**src/rtl/core/mbtc_pkg.sv**
```systemverilog
// Shared types and codes for the Modbus TCP read-register client.
`default_nettype none
package mbtc_pkg;

  // Result word kinds
  localparam logic [1:0] KIND_REQ    = 2'd0;
  localparam logic [1:0] KIND_DATA   = 2'd1;
  localparam logic [1:0] KIND_STATUS = 2'd2;

  // Status codes
  localparam logic [2:0] ST_OK         = 3'd0;
  localparam logic [2:0] ST_BAD_HEADER = 3'd1;
  localparam logic [2:0] ST_EXCEPTION  = 3'd2;
  localparam logic [2:0] ST_WRONG_FUNC = 3'd3;
  localparam logic [2:0] ST_COUNT      = 3'd4;

  // Function codes
  localparam logic [7:0] FN_HOLDING = 8'd3;
  localparam logic [7:0] FN_INPUT   = 8'd4;

  localparam logic [3:0] REQ_LAST_IDX = 4'd11;

  typedef struct packed {
    logic        req_type;
    logic        read_input_regs;
    logic [15:0] start_address;
    logic [15:0] reg_count;
    logic [7:0]  rx_byte;
  } in_word_t;

  typedef struct packed {
    logic [1:0] kind;
    logic [7:0] data;
    logic       last;
    logic [2:0] status;
    logic [7:0] exc;
  } out_word_t;

  // Results of one accepted item: a request frame, or up to two result words
  typedef struct packed {
    logic        is_req;
    logic [1:0]  n_words;
    logic [15:0] tid;
    logic [7:0]  unit;
    logic [7:0]  fn;
    logic [15:0] addr;
    logic [15:0] cnt;
    out_word_t   w0;
    out_word_t   w1;
  } res_t;

endpackage
`default_nettype wire

```
**src/rtl/core/mbtc_parser.sv**
```systemverilog
// Request framing state and response header/PDU parser.
`default_nettype none
module mbtc_parser import mbtc_pkg::*; (
  input  wire logic       clk,
  input  wire logic       rst_n,
  input  wire logic       cfg_we,
  input  wire logic [7:0] cfg_data,
  input  wire logic       accept,
  input  in_word_t        in_w,
  output res_t            res
);

  localparam logic [1:0] PH_IDLE   = 2'd0;
  localparam logic [1:0] PH_HEADER = 2'd1;
  localparam logic [1:0] PH_PDU    = 2'd2;
  localparam logic [1:0] PH_DROP   = 2'd3;

  logic [7:0]  unit_r;
  logic [15:0] tid_r, tid_nxt;
  logic [1:0]  phase_r, phase_nxt;
  logic [2:0]  hidx_r, hidx_nxt;
  logic [47:0] hshift_r, hshift_nxt;
  logic        fn_in_r, fn_in_nxt;
  logic [15:0] rem_r, rem_nxt;
  logic [15:0] size_r, size_nxt;
  logic [1:0]  pos_r, pos_nxt;
  logic [2:0]  err_r, err_nxt;
  logic [7:0]  exc_r, exc_nxt;

  logic [7:0]  b;
  logic [7:0]  exp_fn;
  logic [15:0] hlen;
  logic [8:0]  bcnt;

  assign b      = in_w.rx_byte;
  assign exp_fn = fn_in_r ? FN_INPUT : FN_HOLDING;
  assign hlen   = hshift_r[15:0];
  assign bcnt   = {1'b0, b} + 9'd2;

  always_comb begin
    tid_nxt    = tid_r;
    phase_nxt  = phase_r;
    hidx_nxt   = hidx_r;
    hshift_nxt = hshift_r;
    fn_in_nxt  = fn_in_r;
    rem_nxt    = rem_r;
    size_nxt   = size_r;
    pos_nxt    = pos_r;
    err_nxt    = err_r;
    exc_nxt    = exc_r;

    res         = '0;
    res.tid     = tid_r + 16'd1;
    res.unit    = unit_r;
    res.fn      = in_w.read_input_regs ? FN_INPUT : FN_HOLDING;
    res.addr    = in_w.start_address;
    res.cnt     = in_w.reg_count;

    if (!in_w.req_type) begin
      res.is_req = 1'b1;
      tid_nxt    = tid_r + 16'd1;
      fn_in_nxt  = in_w.read_input_regs;
      phase_nxt  = PH_HEADER;
      hidx_nxt   = '0;
      hshift_nxt = '0;
      rem_nxt    = '0;
      size_nxt   = '0;
      pos_nxt    = '0;
      err_nxt    = ST_OK;
      exc_nxt    = '0;
    end else begin
      unique case (phase_r)
        PH_HEADER: begin
          if (hidx_r != 3'd6) begin
            hshift_nxt = {hshift_r[39:0], b};
            hidx_nxt   = hidx_r + 3'd1;
          end else begin
            hidx_nxt = '0;
            if (hshift_r[47:32] != tid_r || hshift_r[31:16] != 16'd0 ||
                b != unit_r || hlen < 16'd2) begin
              phase_nxt        = PH_DROP;
              res.n_words      = 2'd1;
              res.w0.kind      = KIND_STATUS;
              res.w0.last      = 1'b1;
              res.w0.status    = ST_BAD_HEADER;
            end else begin
              rem_nxt   = hlen - 16'd1;
              size_nxt  = hlen - 16'd1;
              pos_nxt   = '0;
              err_nxt   = ST_OK;
              exc_nxt   = '0;
              phase_nxt = PH_PDU;
            end
          end
        end
        PH_PDU: begin
          if (pos_r == 2'd0) begin
            if (b[7]) begin
              err_nxt = ST_EXCEPTION;
            end else if (b != exp_fn || size_r < 16'd2) begin
              err_nxt = ST_WRONG_FUNC;
            end
          end else if (pos_r == 2'd1) begin
            if (err_r == ST_EXCEPTION) begin
              exc_nxt = b;
            end else if (err_r == ST_OK && {7'd0, bcnt} != size_r) begin
              err_nxt = ST_COUNT;
            end
          end else if (err_r == ST_OK) begin
            res.n_words  = 2'd1;
            res.w0.kind  = KIND_DATA;
            res.w0.data  = b;
          end
          // saturate position: only first, second and later matter
          if (pos_r != 2'd2) begin
            pos_nxt = pos_r + 2'd1;
          end
          rem_nxt = rem_r - 16'd1;
          if (rem_r == 16'd1) begin
            phase_nxt = PH_IDLE;
            if (res.n_words == 2'd1) begin
              res.n_words = 2'd2;
              res.w1.kind   = KIND_STATUS;
              res.w1.last   = 1'b1;
              res.w1.status = err_nxt;
              res.w1.exc    = (err_nxt == ST_EXCEPTION) ? exc_nxt : 8'd0;
            end else begin
              res.n_words = 2'd1;
              res.w0.kind   = KIND_STATUS;
              res.w0.last   = 1'b1;
              res.w0.status = err_nxt;
              res.w0.exc    = (err_nxt == ST_EXCEPTION) ? exc_nxt : 8'd0;
            end
          end
        end
        default: begin
          // idle or dropping: ignore the byte
        end
      endcase
    end
  end

  always_ff @(posedge clk) begin
    if (!rst_n) begin
      unit_r   <= 8'd1;
      tid_r    <= '0;
      phase_r  <= PH_IDLE;
      hidx_r   <= '0;
      hshift_r <= '0;
      fn_in_r  <= 1'b0;
      rem_r    <= '0;
      size_r   <= '0;
      pos_r    <= '0;
      err_r    <= ST_OK;
      exc_r    <= '0;
    end else begin
      if (cfg_we) begin
        unit_r <= cfg_data;
      end
      if (accept) begin
        tid_r    <= tid_nxt;
        phase_r  <= phase_nxt;
        hidx_r   <= hidx_nxt;
        hshift_r <= hshift_nxt;
        fn_in_r  <= fn_in_nxt;
        rem_r    <= rem_nxt;
        size_r   <= size_nxt;
        pos_r    <= pos_nxt;
        err_r    <= err_nxt;
        exc_r    <= exc_nxt;
      end
    end
  end

endmodule
`default_nettype wire

```
**src/rtl/core/mbtc_outbuf.sv**
```systemverilog
// Result register: holds one item's result words and plays them out one per cycle while out_stall is low.
`default_nettype none
module mbtc_outbuf import mbtc_pkg::*; (
  input  wire logic clk,
  input  wire logic rst_n,
  input  wire logic load,
  input  res_t      res,
  output logic      can_load,
  output logic      out_valid,
  input  wire logic out_stall,
  output out_word_t out_w
);

  logic        busy_r;
  logic        is_req_r;
  logic [3:0]  idx_r;
  logic [3:0]  last_idx_r;
  logic [15:0] tid_r;
  logic [7:0]  unit_r;
  logic [7:0]  fn_r;
  logic [15:0] addr_r;
  logic [15:0] cnt_r;
  out_word_t   w0_r, w1_r;

  logic take, done;
  logic [7:0] req_b;

  assign out_valid = busy_r;
  assign take      = busy_r && !out_stall;
  assign done      = take && (idx_r == last_idx_r);
  assign can_load  = !busy_r || done;

  always_comb begin
    unique case (idx_r)
      4'd0:    req_b = tid_r[15:8];
      4'd1:    req_b = tid_r[7:0];
      4'd5:    req_b = 8'h06;
      4'd6:    req_b = unit_r;
      4'd7:    req_b = fn_r;
      4'd8:    req_b = addr_r[15:8];
      4'd9:    req_b = addr_r[7:0];
      4'd10:   req_b = cnt_r[15:8];
      4'd11:   req_b = cnt_r[7:0];
      default: req_b = 8'h00;
    endcase
  end

  always_comb begin
    if (is_req_r) begin
      out_w        = '0;
      out_w.kind   = KIND_REQ;
      out_w.data   = req_b;
      out_w.last   = (idx_r == REQ_LAST_IDX);
    end else if (idx_r == 4'd0) begin
      out_w = w0_r;
    end else begin
      out_w = w1_r;
    end
  end

  always_ff @(posedge clk) begin
    if (!rst_n) begin
      busy_r <= 1'b0;
      idx_r  <= '0;
    end else begin
      if (load && (res.is_req || res.n_words != 2'd0)) begin
        busy_r <= 1'b1;
        idx_r  <= '0;
      end else if (done) begin
        busy_r <= 1'b0;
      end else if (take) begin
        idx_r <= idx_r + 4'd1;
      end
    end
  end

  // payload: capture on load
  always_ff @(posedge clk) begin
    if (load) begin
      is_req_r   <= res.is_req;
      last_idx_r <= res.is_req ? REQ_LAST_IDX : {2'b00, res.n_words - 2'd1};
      tid_r      <= res.tid;
      unit_r     <= res.unit;
      fn_r       <= res.fn;
      addr_r     <= res.addr;
      cnt_r      <= res.cnt;
      w0_r       <= res.w0;
      w1_r       <= res.w1;
    end
  end

endmodule
`default_nettype wire

```
**src/rtl/core/modbus_tcp_read_register_client_top.sv**
```systemverilog
// Modbus TCP read-register client: request framer and response deframer.
// The first result word is presented in the cycle after the item is accepted.
// One response byte per cycle while out_stall is low; a last PDU byte that gives a payload
// word and the status word stalls the input while its first word is played out, and a
// request occupies the result register until all 12 frame bytes have been played out.
// Reset (rst_n low, synchronous): parser idle, transaction counter zero,
// unit address 1, result register empty.
`default_nettype none
module modbus_tcp_read_register_client_top import mbtc_pkg::*; (
  input  wire logic        clk,
  input  wire logic        rst_n,
  input  wire logic        in_valid,
  output logic             in_stall,
  input  wire logic        in_req_type,
  input  wire logic        in_read_input_regs,
  input  wire logic [15:0] in_start_address,
  input  wire logic [15:0] in_reg_count,
  input  wire logic [7:0]  in_rx_byte,
  output logic             out_valid,
  input  wire logic        out_stall,
  output logic [1:0]       out_kind,
  output logic [7:0]       out_byte,
  output logic             out_last,
  output logic [2:0]       out_status_code,
  output logic [7:0]       out_exception_code,
  input  wire logic        cfg_valid,
  output logic             cfg_ready,
  input  wire logic [7:0]  cfg_data
);

  in_word_t  in_w;
  res_t      res;
  out_word_t out_w;
  logic      can_load;
  logic      accept;

  assign in_w.req_type        = in_req_type;
  assign in_w.read_input_regs = in_read_input_regs;
  assign in_w.start_address   = in_start_address;
  assign in_w.reg_count       = in_reg_count;
  assign in_w.rx_byte         = in_rx_byte;

  assign cfg_ready = 1'b1;
  assign in_stall  = !can_load;
  assign accept    = in_valid && can_load;

  mbtc_parser u_parser (
    .clk      (clk),
    .rst_n    (rst_n),
    .cfg_we   (cfg_valid),
    .cfg_data (cfg_data),
    .accept   (accept),
    .in_w     (in_w),
    .res      (res)
  );

  mbtc_outbuf u_outbuf (
    .clk       (clk),
    .rst_n     (rst_n),
    .load      (accept),
    .res       (res),
    .can_load  (can_load),
    .out_valid (out_valid),
    .out_stall (out_stall),
    .out_w     (out_w)
  );

  assign out_kind           = out_w.kind;
  assign out_byte           = out_w.data;
  assign out_last           = out_w.last;
  assign out_status_code    = out_w.status;
  assign out_exception_code = out_w.exc;

endmodule
`default_nettype wire

```
**config.mk**
```make
export PLATFORM = sky130hd
export DESIGN_NAME = modbus_tcp_read_register_client_top
export DESIGN_NICKNAME = d
export VERILOG_FILES = /design/src/rtl/core/mbtc_pkg.sv /design/src/rtl/core/mbtc_parser.sv /design/src/rtl/core/mbtc_outbuf.sv /design/src/rtl/core/modbus_tcp_read_register_client_top.sv
export SDC_FILE = /design/constraint.sdc
export NUM_CORES = 1
export LEC_CHECK = 0
export ABC_AREA = 1
export BUFFER_PORTS_ARGS = -buffer_cell sky130_fd_sc_hd__buf_2
export CORE_MARGIN = 5
export CORE_UTILIZATION = 50
export DETAILED_ROUTE_END_ITERATION = 8
export PLACE_DENSITY = 0.68
export SLEW_MARGIN = 20
export SYNTH_ARGS = -nofsm -noshare
export SYNTH_HDL_FRONTEND = slang
export SYNTH_SLANG_ARGS = --single-unit
```
**constraint.sdc**
```tcl
create_clock -name clk -period 6.83 [get_ports clk]
set_clock_uncertainty 0.1 [all_clocks]
set_input_delay 1.366 -clock clk [delete_from_list [all_inputs] [get_ports clk]]
set_output_delay 1.366 -clock clk [all_outputs]
set_load 0.05 [all_outputs]
```
==> metrics.txt, run 1 <==
EDFF count, synth=94; slowest CP cell=inv_1; Worst Reg-to-Reg Cells=12; hold path startpoint=u_parser.size_r[14]; clock root buffer=clkbuf_16; largest net degree at the start of global routing=75; Ports=80; via-per-instance ratio=5.24; Worst setup EP type=output pin; mapped cell area=11000 um2; count leader, synth=nand2_1; Most Frequent Cell on Critical Path=inv_1; final hold vios=0; Core Footprint=21800 um2; Hold Path Class=reg2reg; post-CTS setup buffer count=0; reg-to-reg endpoint=u_parser.exc_r[0]; DRC viols=0; Crit Path Category=reg2out; post-route ant nets=0; Final Power=3.27 mW; arrival time worst endpoint=3090 ps; sum of negative setup slack=0 ps; top cells by count, synth=nand2_1, nor2_1, dfxtp_1; max-slew violation count=0; aggregate global routing overflow=0; peak per-stage delay on the critical path=460 ps; TritonCTS Buffers=25; vias post-DR=9398; Tcrit/Tclk final=66.8%; GPL Wtd Cong=0.917; vias in the first global route=8862; Hold Buf Count CTS=0; worst-case clock buffer depth=3; worst-path cell chain=inv_1 -> ha_1 -> nand2_1 -> inv_1 -> a22o_1 -> nor4b_1 -> o21ai_0 -> buf_2; worst hold path cell count=2; Syn-to-layout area delta=12.6%; number of core rows=54; Slew Limit Headroom=29.0%; H-tree depth=1; unrepaired setup endpoints after global routing=no; max-cap violation count=0; clk sinks=222; initial antenna violation count=0; Avg WL per Cell=15.6 um; Critical Path RT=5360 ps; TritonCTS clock tree=done; Max FO, Critical Path=29; DP Wirelength=20000 um; Synth Flop Type=dfxtp_1; FF+latch count, synth=222; Synth area leader=edfxtp_1; Period minus WS final=4560 ps; Mapped Cells=1429; die height=159 um; Clk Latency, worst-skew pair=530 ps; WHS Endpoint=u_parser.size_r[14]; Final Setup Violations=0; Worst R2R Setup Slack=3600 ps; Iteration-0 DRC Markers=768; first-pass GRT wire length=45400 um; Ys Warns=0; Starting Density=50.7%; cts repair resizes=0; Area contributors post-synth=edfxtp_1, dfxtp_1, nand2_1; GRT Util Overall=22.3%; peak supply drop=0.176 mV; run status=completed; Initial DRT Pass Iterations=5; Util after Layout=57.1%; Fmax=219 MHz; Cell variety after synth=45; Leak=5.16 nW; Synth top area share=25.6%; launch point of the worst reg-to-reg path=u_outbuf.last_idx_r[3]; CP Launch Type=flop; # nets final=1566; Least-Margin Pin Slew=1070 ps; Fin Hold WS=364 ps; die extent in x=159 um; layout cells sized above 1=9.39%; sequential share of the synthesized area=48.8%; full die area=25100 um2; Power Dens Cells=263 nW/um2; Post-synth ARST share=0%; Routed WL=27900 um; syn_area_per_cell=7.72 um2; clock-pin slew on the worst setup and hold paths=60 ps; Port Buffer Count=78
## stage by stage
stage,instance area [um2],instances,worst slack (ps)
after detailed placement,11600,1747,2680
after global routing,12400,1793,1960
after global placement,11600,1747,2780
after CTS,12400,1793,2200
after floorplan,11100,1439,2380
final,12400,1795,2270
## state kept, by name (all words and copies together) (netlist names), 4 cells and up
name / flops
u_parser.tid_r: 16
u_parser.hshift_r: 48
u_parser.rem_r: 16
u_parser.unit_r: 8
u_parser.exc_r: 8
u_outbuf.addr_r: 16
u_outbuf.unit_r: 8
u_outbuf.w1_r: 12
u_outbuf.idx_r: 4
u_parser.size_r: 16
u_outbuf.tid_r: 16
u_outbuf.w0_r: 21
u_outbuf.cnt_r: 16
## worst max-delay path, delay by kind of cell, from the launching register on
family | cells | cell delay, ps
AOI/OAI and AO/OA | 2 | 480
adders and majority gates | 1 | 220
buffers and inverters | 3 | 810
DFF | 1 | 400
and+or+nand+nor | 2 | 630
## power by group
group | switching [mW] | internal [mW] | leakage [nW]
logic | 0.301 | 0.125 | 2.80
clock network | 0.552 | 0.793 | 0.395
registers | 0.0434 | 1.46 | 1.96
## placed cells by master (no fill, tap or decap), types with 3 or more instances in the layout
cell,Yosys,routed
a211oi_1,6,6
a21oi_1,109,109
a221oi_1,8,8
a22o_1,6,6
buf_2,17,78
buf_4,4,4
bufinv_16,0,3
clkbuf_1,29,3
clkbuf_16,0,25
clkinv_1,2,6
clkinv_4,0,4
conb_1,2,12
dfxtp_1,128,128
edfxtp_1,94,94
ha_1,17,17
inv_1,123,121
inv_2,4,5
inv_6,0,3
nand2_1,361,361
nand3_1,74,74
nand3b_1,12,12
nand4_1,24,24
nor2_1,238,238
nor3_1,19,19
nor4_1,3,3
o21ai_0,51,51
o21ai_1,12,11
o22ai_1,5,5
or2_2,5,5
xnor2_1,27,27
xor2_1,25,25
## layout make-up
cell class / count / area, um2
Antenna cell: 2 / 5.00
Sequential cell: 222 / 5390
Tap cell: 280 / 350
Multi-Input combinational cell: 1034 / 4940
Clock buffer: 28 / 637
Inverter: 129 / 487
Fill cell: 2038 / 9340
Timing Repair Buffer: 82 / 420
Clock inverter: 18 / 191
## routing by layer
layer | vias to the layer above | GRT usage, % | wire, um
li1 | 4802 | - | -
met1 | 4314 | 31.3 | 13000
met2 | 249 | 37.4 | 12900
met3 | 33 | 2.94 | 1470
met4 | 0 | 4.67 | 507
met5 | - | 0 | 0
## cells by family (layout without fill, tap and decap cells)
logic type	Yosys count	after routing	share of synthesized area, %
flip-flops	222	222	48.8
AO/OA/AOI/OAI	204	204	10.1
XOR/XNOR	52	52	4.13
AND/OR/NAND/NOR	749	749	28.3
adder cells (fa/ha/maj)	17	17	1.93
other	2	14	0.0681
buffers and inverters	183	257	6.69
## worst max-delay path by stage
| stage | startpoint | end | slack (ps) |
|---|---|---|---|
| floorplan | out_stall | u_outbuf.idx_r[0] | 2380 |
| global placement | in_req_type | u_parser.rem_r[1] | 2780 |
| detailed placement | in_req_type | u_parser.rem_r[14] | 2680 |
| CTS | u_outbuf.idx_r[0] | out_byte[3] | 2200 |
| global route | u_outbuf.idx_r[1] | out_byte[3] | 1960 |
| finish | u_outbuf.idx_r[0] | out_byte[3] | 2270 |
Note: power is estimated with default switching activity, not from simulation.
==> run 2: changes to the inputs <==
--- a/config.mk
+++ b/config.mk
@@ -10,7 +10,7 @@
 export CORE_MARGIN = 5
 export CORE_UTILIZATION = 50
 export DETAILED_ROUTE_END_ITERATION = 8
-export PLACE_DENSITY = 0.68
+export PLACE_DENSITY = 0.71
 export SLEW_MARGIN = 20
 export SYNTH_ARGS = -nofsm -noshare
 export SYNTH_HDL_FRONTEND = slang
==> constraint.sdc (replaced) <==
create_clock -name clk -period 3.65 [get_ports clk]
set_clock_uncertainty 0.1 [all_clocks]
set_input_delay 0.73 -clock clk [delete_from_list [all_inputs] [get_ports clk]]
set_output_delay 0.73 -clock clk [all_outputs]
set_load 0.05 [all_outputs]
==> metrics.txt, run 2 (same netlist as run 1, synthesis figures left out) <==
clk sinks=222; sum of negative setup slack=0 ps; Clk Latency, worst-skew pair=530 ps; vias in the first global route=8835; placed inst area=11700 um2; Final Setup Violations=0; Final Power=5.90 mW; unrepaired setup endpoints after global routing=no; DP Wirelength=20300 um; Hold Path Class=in2reg; clock root buffer=clkbuf_16; aggregate global routing overflow=0; Starting Density=50.7%; die height=159 um; max-slew violation count=0; Ports=80; Critical Path RT=2820 ps; max-cap violation count=0; most frequent cells in the layout=nand2_1, nor2_1, dfxtp_1, inv_1, a21oi_1; Fmax=290 MHz; DRC viols=0; CP Launch Type=flop; die extent in x=159 um; Power Dens Cells=472 nW/um2; Period minus WS final=3450 ps; initial antenna violation count=0; CP Buf/Inv Count=4; full die area=25100 um2; Least-Margin Pin Slew=871 ps; FILL cells=2033; Hold Buf Count CTS=0; Core Footprint=21800 um2; number of core rows=54; GRT Util Overall=21.9%; CP top delay family=buffers and inverters; arrival time worst endpoint=2620 ps; clock-pin slew on the worst setup and hold paths=60 ps; Tcrit/Tclk final=94.5%; # nets final=1581; Syn-to-layout area delta=13.3%; commonest non-fill, non-tap cell in the layout=nand2_1; TritonCTS clock tree=done; peak per-stage delay on the critical path=400 ps; biggest regs=u_parser.hshift_r (48), u_outbuf.w0_r (21); Leak=5.19 nW; vias post-DR=9519; run status=completed; final hold vios=0; Slew Limit Headroom=41.7%; H-tree depth=1; Fin Hold WS=278 ps; Max FO, Critical Path=13; TritonCTS Buffers=24; Crit Path Category=reg2out; post-route ant nets=0; worst-path cell chain=inv_1 -> ha_1 -> nand2_4 -> clkinvlp_4 -> dlymetal6s2s_1 -> a221oi_1 -> nand3_1 -> nand2_1 -> nand2_1 -> buf_2; Routed WL=27900 um; peak supply drop=0.290 mV; first-pass GRT wire length=44700 um; largest net degree at the start of global routing=51; Most Frequent Cell on Critical Path=nand2_1; Iteration-0 DRC Markers=742; GPL Wtd Cong=0.899; slowest CP cell=dfxtp_1; max reg flops=48; via-per-instance ratio=5.26; Initial DRT Pass Iterations=5; Worst setup EP type=output pin; layout cells sized above 1=10.1%; design area=12500 um2; largest register by flop count=u_parser.hshift_r; Avg WL per Cell=15.4 um; Port Buffer Count=78; worst-case clock buffer depth=3
[run 2: routing by layer]
metal | up-vias | GRT usage, % | share of wire [%]
met4 | 0 | 6.54 | 2.4
met2 | 271 | 36.4 | 46
met1 | 4373 | 30.2 | 46
met5 | - | 0 | 0
li1 | 4824 | - | -
met3 | 51 | 2.83 | 5.9
[run 2: final timing paths]
path | startpoint | endpoint | slack [ps] | cells after the start
worst max-delay path | u_outbuf.idx_r[0] | out_byte[1] | 200 | 10
worst min-delay path | in_reg_count[7] | u_outbuf.cnt_r[7] | 280 | 1
worst max register to register | u_outbuf.last_idx_r[3] | u_parser.rem_r[13] | 700 | 13
worst min register to register | u_parser.size_r[11] | u_parser.size_r[11] | 360 | 2
[run 2: layout make-up]
type | instances | area (um2) | share of cell area [%]
sequential | 222 | 5390 | 43.1
tap | 280 | 350 | 2.80
antenna | 1 | 2.50 | 0.0200
timing repair buffer | 98 | 571 | 4.57
clock inverter | 15 | 110 | 0.881
multi-input combinational | 1034 | 4960 | 39.7
inverter | 129 | 492 | 3.93
clock buffer | 29 | 629 | 5.04
[run 2: per-stage QoR]
step | util, % | instances | setup WS, ps
4_1_cts | 57.2 | 1804 | 42.8
5_1_grt | 57.4 | 1807 | 23.6
2_1_floorplan | - | 1439 | 438
3_3_place_gp | 53.8 | 1760 | 545
6_report | 57.4 | 1808 | 202
3_5_place_dp | 53.8 | 1760 | 451
[run 2: repair_timing]
item | in CTS | in global routing
setup endpoints to repair | 1 | 2
gates resized for setup | 1 | 3
setup buffers | 0 | 3
hold endpoints to repair | 0 | 0
[run 2: power by group]
| group | internal (mW) | switching, mW |
|---|---|---|
| Sequential | 2.73 | 0.0798 |
| Combinational | 0.250 | 0.569 |
| Clock | 1.30 | 0.974 |
